[config.mk]
export PLATFORM = sky130hd
export DESIGN_NAME = keypad_matrix_change_events_unit
export DESIGN_NICKNAME = d
export VERILOG_FILES = /design/src/hw/rtl/kmce_pkg.sv /design/src/hw/rtl/kmce_front.sv /design/src/hw/rtl/kmce_queue.sv /design/src/hw/rtl/kmce_back.sv /design/src/hw/rtl/keypad_matrix_change_events_unit.sv
export VERILOG_INCLUDE_DIRS = /design/src /design/src/hw/rtl
export SDC_FILE = /design/constraint.sdc
export NUM_CORES = 1
export LEC_CHECK = 0
export ABC_AREA = 1
export BUFFER_PORTS_ARGS = -buffer_cell sky130_fd_sc_hd__buf_4
export CORE_MARGIN = 5
export CORE_UTILIZATION = 45
export CTS_BUF_LIST = sky130_fd_sc_hd__clkbuf_8 sky130_fd_sc_hd__clkbuf_16
export CTS_CLUSTER_SIZE = 10
export DETAILED_ROUTE_END_ITERATION = 7
export HOLD_SLACK_MARGIN = 0.15
export PLACE_DENSITY = 0.65
export SLEW_MARGIN = 20
export SYNTH_ARGS = -nofsm -noshare
export SYNTH_HDL_FRONTEND = slang
export SYNTH_SLANG_ARGS = --single-unit
[constraint.sdc]
create_clock -name aclk -period 3.3 [get_ports aclk]
set_input_delay 0.495 -clock aclk [delete_from_list [all_inputs] [get_ports aclk]]
set_output_delay 0.495 -clock aclk [all_outputs]
set_load 0.05 [all_outputs]
[src/hw/rtl/keypad_matrix_change_events_unit_assert.svh]
// Assertion helpers for the keypad change-event unit.
// Both expect aclk and aresetn in scope.
`ifndef KEYPAD_MATRIX_CHANGE_EVENTS_UNIT_ASSERT_SVH
`define KEYPAD_MATRIX_CHANGE_EVENTS_UNIT_ASSERT_SVH

// Same-cycle implication.
`define KMCE_ASSERT_NOW(lbl, ante, cons, msg) \
    lbl: assert property (@(posedge aclk) disable iff (!aresetn) (ante) |-> (cons)) \
        else $error(msg);

// Next-cycle implication.
`define KMCE_ASSERT_NEXT(lbl, ante, cons, msg) \
    lbl: assert property (@(posedge aclk) disable iff (!aresetn) (ante) |=> (cons)) \
        else $error(msg);

`endif

[src/hw/rtl/kmce_pkg.sv]
package kmce_pkg;

    localparam int NUM_KEYS        = 16;
    localparam int NUM_COLUMNS     = 8;
    localparam int ROWS_PER_COLUMN = 8;
    localparam int POS_STRIDE      = 8;
    localparam int KEY_W           = 4;
    localparam int CODE_W          = 9;
    localparam int IDLE_W          = 3;
    localparam int CFG_IDX_W       = 3;
    localparam int CFG_DATA_W      = 64;

    // Register indices
    localparam logic [CFG_IDX_W-1:0] REG_KEY_MAP      = 3'd0;
    localparam logic [CFG_IDX_W-1:0] REG_KEY_VALID    = 3'd1;
    localparam logic [CFG_IDX_W-1:0] REG_PRESS_OFFSET = 3'd2;
    localparam logic [CFG_IDX_W-1:0] REG_EVENT_BIAS   = 3'd3;
    localparam logic [CFG_IDX_W-1:0] REG_IDLE_LIMIT   = 3'd4;

    localparam logic [7:0]        PRESS_OFFSET_RST = 8'd16;
    localparam logic [IDLE_W-1:0] IDLE_LIMIT_RST   = 3'd5;

    // Queue between front and back
    localparam int QUEUE_AW    = 1;
    localparam int QUEUE_DEPTH = 2 ** QUEUE_AW;

    typedef struct packed {
        logic [63:0] matrix_bits;
        logic        key_int_pending;
    } in_t;

    typedef struct packed {
        logic              has_event;
        logic [CODE_W-1:0] event_code;
        logic              is_press;
        logic              scan_stop;
        logic              last;
    } out_t;

    typedef struct packed {
        logic [NUM_KEYS*KEY_W-1:0] key_map;
        logic [NUM_KEYS-1:0]       key_valid;
        logic [7:0]                press_offset;
        logic                      event_bias;
        logic [IDLE_W-1:0]         idle_limit;
    } cfg_t;

    // One classified scan
    typedef struct packed {
        logic [NUM_KEYS-1:0] changed;
        logic [NUM_KEYS-1:0] fresh;
        logic                stop;
    } job_t;

endpackage

[src/hw/rtl/kmce_front.sv]
module kmce_front (
    input  logic             aclk,
    input  logic             aresetn,
    input  kmce_pkg::cfg_t   cfg,
    input  logic             s_valid,
    output logic             s_ready,
    input  kmce_pkg::in_t    s_data,
    input  logic             q_full,
    output logic             q_push,
    output kmce_pkg::job_t   q_job
);

    logic [kmce_pkg::NUM_KEYS-1:0] flags_reg, flags_next;
    logic [kmce_pkg::IDLE_W-1:0]   idle_reg, idle_next;
    logic [kmce_pkg::NUM_KEYS-1:0] fresh;
    logic [kmce_pkg::IDLE_W-1:0]   idle_inc;
    logic                          stop;

    assign s_ready = !q_full;
    assign q_push  = s_valid && s_ready;

    // Rebuild key-down flags from the mapped positions
    always_comb begin
        logic [kmce_pkg::KEY_W-1:0] idx;
        fresh = '0;
        idx   = '0;
        for (int p = 0; p < kmce_pkg::NUM_KEYS; p++) begin
            idx = cfg.key_map[p*kmce_pkg::KEY_W +: kmce_pkg::KEY_W];
            if ((p / kmce_pkg::POS_STRIDE) < kmce_pkg::NUM_COLUMNS &&
                (p % kmce_pkg::POS_STRIDE) < kmce_pkg::ROWS_PER_COLUMN &&
                s_data.matrix_bits[p] && cfg.key_valid[p] &&
                int'(idx) < kmce_pkg::NUM_KEYS) begin
                fresh[idx] = 1'b1;
            end
        end
    end

    // Idle scan counter
    always_comb begin
        idle_inc  = idle_reg + kmce_pkg::IDLE_W'(1);
        stop      = 1'b0;
        idle_next = idle_inc;
        if (s_data.key_int_pending) begin
            idle_next = '0;
        end else if (idle_inc == cfg.idle_limit) begin
            stop      = 1'b1;
            idle_next = '0;
        end
    end

    assign flags_next    = fresh;
    assign q_job.changed = fresh ^ flags_reg;
    assign q_job.fresh   = fresh;
    assign q_job.stop    = stop;

    always_ff @(posedge aclk) begin
        if (!aresetn) begin
            flags_reg <= '0;
            idle_reg  <= '0;
        end else if (q_push) begin
            flags_reg <= flags_next;
            idle_reg  <= idle_next;
        end
    end

endmodule

[src/hw/rtl/kmce_queue.sv]
module kmce_queue (
    input  logic           aclk,
    input  logic           aresetn,
    input  logic           push,
    input  kmce_pkg::job_t push_job,
    output logic           full,
    input  logic           pop,
    output logic           pop_valid,
    output kmce_pkg::job_t pop_job
);

    kmce_pkg::job_t                mem_reg [kmce_pkg::QUEUE_DEPTH];
    logic [kmce_pkg::QUEUE_AW-1:0] wr_ptr_reg, rd_ptr_reg;
    logic [kmce_pkg::QUEUE_AW:0]   count_reg, count_next;

    assign full      = (count_reg == (kmce_pkg::QUEUE_AW+1)'(kmce_pkg::QUEUE_DEPTH));
    assign pop_valid = (count_reg != '0);
    assign pop_job   = mem_reg[rd_ptr_reg];

    always_comb begin
        count_next = count_reg;
        if (push && !pop) begin
            count_next = count_reg + (kmce_pkg::QUEUE_AW+1)'(1);
        end else if (pop && !push) begin
            count_next = count_reg - (kmce_pkg::QUEUE_AW+1)'(1);
        end
    end

    always_ff @(posedge aclk) begin
        if (push) begin
            mem_reg[wr_ptr_reg] <= push_job;
        end
    end

    always_ff @(posedge aclk) begin
        if (!aresetn) begin
            wr_ptr_reg <= '0;
            rd_ptr_reg <= '0;
            count_reg  <= '0;
        end else begin
            if (push) begin
                wr_ptr_reg <= wr_ptr_reg + kmce_pkg::QUEUE_AW'(1);
            end
            if (pop) begin
                rd_ptr_reg <= rd_ptr_reg + kmce_pkg::QUEUE_AW'(1);
            end
            count_reg <= count_next;
        end
    end

endmodule

[src/hw/rtl/kmce_back.sv]
`include "keypad_matrix_change_events_unit_assert.svh"

module kmce_back (
    input  logic           aclk,
    input  logic           aresetn,
    input  kmce_pkg::cfg_t cfg,
    input  logic           q_valid,
    input  kmce_pkg::job_t q_job,
    output logic           q_pop,
    output logic           m_valid,
    input  logic           m_ready,
    output kmce_pkg::out_t m_data
);

    logic                          busy_reg;
    logic [kmce_pkg::NUM_KEYS-1:0] rem_reg, rem_next;
    logic [kmce_pkg::NUM_KEYS-1:0] fresh_reg;
    logic                          stop_reg;
    logic                          out_valid_reg;
    kmce_pkg::out_t                out_reg, out_next;

    logic                          load, advance, last_evt;
    logic [kmce_pkg::NUM_KEYS-1:0] low_bit;
    logic [kmce_pkg::KEY_W-1:0]    key;
    logic                          press;

    assign load    = !busy_reg && q_valid;
    assign q_pop   = load;
    assign advance = busy_reg && (!out_valid_reg || m_ready);

    // Lowest pending changed key
    assign low_bit = rem_reg & (~rem_reg + kmce_pkg::NUM_KEYS'(1));
    always_comb begin
        key = '0;
        for (int k = 0; k < kmce_pkg::NUM_KEYS; k++) begin
            if (low_bit[k]) begin
                key = key | kmce_pkg::KEY_W'(k);
            end
        end
    end

    assign rem_next = rem_reg & ~low_bit;
    assign last_evt = (rem_next == '0);
    assign press    = |(fresh_reg & low_bit);

    always_comb begin
        out_next            = '0;
        out_next.last       = last_evt;
        out_next.scan_stop  = last_evt && stop_reg;
        if (rem_reg != '0) begin
            out_next.has_event  = 1'b1;
            out_next.is_press   = press;
            out_next.event_code = kmce_pkg::CODE_W'(key)
                                + (press ? kmce_pkg::CODE_W'(cfg.press_offset)
                                         : kmce_pkg::CODE_W'(0))
                                + kmce_pkg::CODE_W'(cfg.event_bias);
        end
    end

    always_ff @(posedge aclk) begin
        if (!aresetn) begin
            busy_reg      <= 1'b0;
            out_valid_reg <= 1'b0;
        end else begin
            if (load) begin
                busy_reg <= 1'b1;
            end else if (advance && last_evt) begin
                busy_reg <= 1'b0;
            end
            if (advance) begin
                out_valid_reg <= 1'b1;
            end else if (m_ready) begin
                out_valid_reg <= 1'b0;
            end
        end
    end

    always_ff @(posedge aclk) begin
        if (load) begin
            rem_reg   <= q_job.changed;
            fresh_reg <= q_job.fresh;
            stop_reg  <= q_job.stop;
        end else if (advance) begin
            rem_reg <= rem_next;
        end
        if (advance) begin
            out_reg <= out_next;
        end
    end

    assign m_valid = out_valid_reg;
    assign m_data  = out_reg;

    `KMCE_ASSERT_NOW(a_stop_on_last, out_valid_reg && !out_reg.last, !out_reg.scan_stop, "scan_stop on a beat that is not last")
    `KMCE_ASSERT_NOW(a_empty_beat, out_valid_reg && !out_reg.has_event, out_reg.last && out_reg.event_code == '0 && !out_reg.is_press, "no-change beat malformed")
    `KMCE_ASSERT_NEXT(a_load_busy, load, busy_reg, "scan loaded but back end idle")
    `KMCE_ASSERT_NEXT(a_last_frees, advance && last_evt, !busy_reg, "back end still busy after last beat")

endmodule

[src/hw/rtl/keypad_matrix_change_events_unit.sv]
// Keypad change-event unit. Each s_ beat is one debounced 8x8 matrix scan plus the
// key-interrupt pending flag; positions 0..15 map through key_map/key_valid to key
// indices, and every key whose down state differs from the previous scan gives
// one m_ beat, lowest key first (press: key + press_offset, release: key, both
// + event_bias). A scan with no change gives one beat with has_event low. The
// final beat of a scan carries last, and scan_stop when idle_limit scans in a row
// showed no pending interrupt (a limit of 0 stops after eight). The front end
// classifies a scan in the cycle it is accepted and takes one per cycle while
// its two-entry queue has room; the back end loads one scan at a time, gives
// its beats in turn while the output accepts them, and takes the next scan
// only once the final beat of the last one is in its output register.
// Configuration writes (cfg_wr_en, cfg_index, cfg_wdata) take effect at once
// and should only be made with no scan in flight.
module keypad_matrix_change_events_unit (
    input  logic                               aclk,
    input  logic                               aresetn,
    input  logic                               s_valid,
    output logic                               s_ready,
    input  kmce_pkg::in_t                      s_data,
    output logic                               m_valid,
    input  logic                               m_ready,
    output kmce_pkg::out_t                     m_data,
    input  logic                               cfg_wr_en,
    input  logic [kmce_pkg::CFG_IDX_W-1:0]     cfg_index,
    input  logic [kmce_pkg::CFG_DATA_W-1:0]    cfg_wdata
);

    // Configuration registers
    kmce_pkg::cfg_t cfg_reg;

    // Front to queue, queue to back
    logic           q_push, q_full, q_pop, q_valid;
    kmce_pkg::job_t push_job, pop_job;

    always_ff @(posedge aclk) begin
        if (!aresetn) begin
            cfg_reg.key_map      <= '0;
            cfg_reg.key_valid    <= '0;
            cfg_reg.press_offset <= kmce_pkg::PRESS_OFFSET_RST;
            cfg_reg.event_bias   <= 1'b0;
            cfg_reg.idle_limit   <= kmce_pkg::IDLE_LIMIT_RST;
        end else if (cfg_wr_en) begin
            case (cfg_index)
                kmce_pkg::REG_KEY_MAP: begin
                    cfg_reg.key_map <= cfg_wdata[kmce_pkg::NUM_KEYS*kmce_pkg::KEY_W-1:0];
                end
                kmce_pkg::REG_KEY_VALID: begin
                    cfg_reg.key_valid <= cfg_wdata[kmce_pkg::NUM_KEYS-1:0];
                end
                kmce_pkg::REG_PRESS_OFFSET: begin
                    cfg_reg.press_offset <= cfg_wdata[7:0];
                end
                kmce_pkg::REG_EVENT_BIAS: begin
                    cfg_reg.event_bias <= cfg_wdata[0];
                end
                kmce_pkg::REG_IDLE_LIMIT: begin
                    cfg_reg.idle_limit <= cfg_wdata[kmce_pkg::IDLE_W-1:0];
                end
                default: begin
                    // unused index: write dropped
                end
            endcase
        end
    end

    // Front end: builds key flags, idle count, changed mask
    kmce_front u_front (
        .aclk    (aclk),
        .aresetn (aresetn),
        .cfg     (cfg_reg),
        .s_valid (s_valid),
        .s_ready (s_ready),
        .s_data  (s_data),
        .q_full  (q_full),
        .q_push  (q_push),
        .q_job   (push_job)
    );

    // Short queue so front and back stall independently
    kmce_queue u_queue (
        .aclk      (aclk),
        .aresetn   (aresetn),
        .push      (q_push),
        .push_job  (push_job),
        .full      (q_full),
        .pop       (q_pop),
        .pop_valid (q_valid),
        .pop_job   (pop_job)
    );

    // Back end: one event beat per changed key (one quiet beat if none), registered output
    kmce_back u_back (
        .aclk    (aclk),
        .aresetn (aresetn),
        .cfg     (cfg_reg),
        .q_valid (q_valid),
        .q_job   (pop_job),
        .q_pop   (q_pop),
        .m_valid (m_valid),
        .m_ready (m_ready),
        .m_data  (m_data)
    );

endmodule

==> results.md <==
- Status: finished, final reports clean
- Finish-stage setup viols: 0
- FF+latch count, synth: 230
- Num CTS Buffers: 27
- Grt total ovfl: 0
- DR vias/cell: 5.37
- Nets: between 1500 and 2000
- Yosys cell types: 43
- Sequential fraction of the synthesis area: 48.3%
- Cell leakage power: 6.01 nW
- Synth area leaders: edfxtp_1 28%, dfxtp_1 20%, nand2_1 9.0%
- Antenna violation net count after detailed routing: 0
- # placed instances: 1935
- I/O pin count: roughly 150
- First-pass GRT wire length: 56.9 mm
- Placed Instance Area: approximately 13000 um^2
- Yosys top cell by area: edfxtp_1
- Fmax: 319 MHz
- Max-cap violations: 0
- Root Buffer: clkbuf_16
- H-tree levels: 1
- Clk slew on worst S/H paths: ~0.06 ns
- Layout cells sized above 1: 14.4%
- Worst Setup End Kind: flop
- Slew HR: 38.6%
- Clock Path Buffers: 3
- Syn_nets: between 1500 and 2000
- Clk sinks: 230
- Placeable Area: around 26000 um^2
- Pins Over Slew Limit: 0
- Maximum vdd drop: 0.510 mV
- Pwr dens: 648 nW/um^2
- Min Tclk post-route: 3.13 ns
- GR Util All Layers: between 20% and 30%
- Critical Path Start Type: flop
- Fill count: between 2000 and 3000
- Vias in the first global route: 10300
- Final HPWL DP: 30.0 mm
- Die Ht: 172 um
- DR WL/cell: between 15 and 20 um
- Final hold slack: 0.177 ns
- Mapped cell area: 11800 um^2
- Die area: 29700 um^2
- Crit share post-route: 94.9%
- Final wirelength: about 38 mm
- Die width: 172 um
- Synth Warn #: 0
- Max reg flops: 92
- Critical-path cell list: nor2_2 -> nand2_4 -> nor2_8 -> nand3_1 -> nand3_2 -> nor2_4 -> nand3_4 -> nand2_1 -> fa_1 -> fa_2 -> o31ai_4 -> inv_2 -> nor2_8 -> buf_4 -> nand3_2 -> nor2_2
- Required time of the critical path: 3.69 ns
- Area share of the largest cell type after synthesis: 28.4%
- Fin cells: 1990
- TritonCTS clock tree: done
- Area Overhead vs Synth: 18.5%
- Global placement routability congestion: approximately 1
- Async SR Flop Fraction: 0%
- Worst Path Max Fanout: 6
- Largest net degree at the start of global routing: 90
- Drt pass-1 iters: 7
- Hold Path Class: primary input to flop
- DRT iter0 DRCs: 648
- I/O Buffers: between 100 and 150
- Ys flop type: dfxtp_1
- Register Area: 5730 um^2
- Multi-input logic area: around 5300 um^2
- Slowest CP cell: edfxtp_1
- Clock latency on the worst-skew pair: 0.55 ns
- Most frequent cell after synthesis: nand2_1
- Fin. Hold Viols: 0
- Gate Count Post-Synth: 1506
- CP peak stage delay: ~0.47 ns
- R2R setup slack: 0.17 ns
- Kind of critical path: flop to flop
- Antenna violations before repair: 0
- Synth cell count leaders: 285 x nand2_1, 222 x nor2_1, 170 x inv_1, 130 x o21ai_0, 118 x dfxtp_1
- CP arrival: 3.52 ns
- DRC: 0
- Clock Skew: 0.0249 ns
- Finished Cell Area: 14000 um^2
- Number of cell rows: 59
- Post-synthesis area per instance: 7.86 um^2
- Via count: 10700
- Initial Utilization: a little under half
- ANT cells: 0
- Post-synth EDFFs: 112
- Worst Tran Pin Value: 0.914 ns
## power by group
| part | total (mW) | switching (mW) | internal (mW) | leakage (nW) |
|---|---|---|---|---|
| clock network | 2.64 | 1.13 | 1.52 | 0.446 |
| logic | 2.41 | 1.57 | 0.843 | 3.52 |
| registers | 4.04 | 0.326 | 3.71 | 2.04 |
| total | 9.09 | 3.02 | 6.07 | 6.01 |
## final timing paths
| check | startpoint | end | cells past startpoint |
|---|---|---|---|
| min reg2reg | u_front.idle_reg[1]$_SDFFE_PN0P_ | u_front.idle_reg[1]$_SDFFE_PN0P_ | 2 |
| min | cfg_wdata[49] | cfg_reg[77]$_SDFFE_PN0P_ | 3 |
| max | u_back.rem_reg[2]$_DFFE_PP_ | u_back.m_data[11]$_SDFFCE_PN0P_ | 16 |
| max reg2reg | u_back.rem_reg[2]$_DFFE_PP_ | u_back.m_data[11]$_SDFFCE_PN0P_ | 16 |
## final cells by class
cell class	instances	share of cell area, %
Tap cell	335	2.99
Inverter	179	4.79
Timing Repair Buffer	141	7.84
Clock inverter	18	0.606
Multi-Input combinational cell	1058	38.0
Sequential cell	230	40.8
Clock buffer	29	5.01
## what timing repair did
action	4_1_cts	5_1_grt
resized for setup	1	5
setup buffers	1	5
pin swaps	0	2
hold buffers	2	0
setup endpoints to repair	3	3
gates cloned	0	0
hold endpoints to repair	2	0
## metrics by stage
| step | setup slack [ns] | total power, mW | utilization (%) | setup TNS [ns] |
|---|---|---|---|---|
| floorplan | 0.245 | 5.57 | - | 0 |
| global placement | 0.0290 | 6.40 | 50.7 | 0 |
| detailed placement | -0.0259 | 6.45 | 50.7 | -0.0469 |
| CTS | 0.00779 | 9.12 | 53.8 | 0 |
| global route | -0.00789 | 9.56 | 54.0 | -0.0107 |
| finish | 0.169 | 9.09 | 54.0 | 0 |
## worst max-delay path: cells and delay by family (launching register included)
kind,cells,cell delay [ns]
flops,1,0.47
buf+inv,2,0.22
fa+ha+maj,2,0.79
compound gates,1,0.30
simple gates,11,1.20
## layout by cell type (no fill, tap or decap), types with 6 or more instances in the layout
cell / instances
nand2_1: 285
nor2_1: 218
inv_1: 184
buf_4: 136
o21ai_0: 130
dfxtp_1: 118
edfxtp_1: 112
nand3_1: 108
a21oi_1: 86
nor3_1: 44
nand4_1: 37
clkbuf_16: 27
mux2_2: 18
nor2_2: 16
o211ai_1: 15
a22o_1: 14
xnor2_1: 11
inv_2: 9
nor4_1: 8
xor2_1: 8
a211oi_1: 6
## metal layers
metal	part of all wire [%]	global-route usage, %	vias to the layer above
met5	0	0	-
met4	5.3	11.5	0
li1	-	-	5350
met1	41	30.9	4944
met2	49	44.0	300
met3	4.6	2.93	95
## cell families after synthesis
kind of cell / count (synthesis) / share of synthesized area (%)
buf+inv: 218 / 6.96
simple gates: 742 / 27.8
xor+xnor: 19 / 1.41
mux: 18 / 1.71
fa+ha+maj: 7 / 0.866
flops: 230 / 48.3
compound gates: 272 / 12.9
Power figures use the tool's default switching activity.
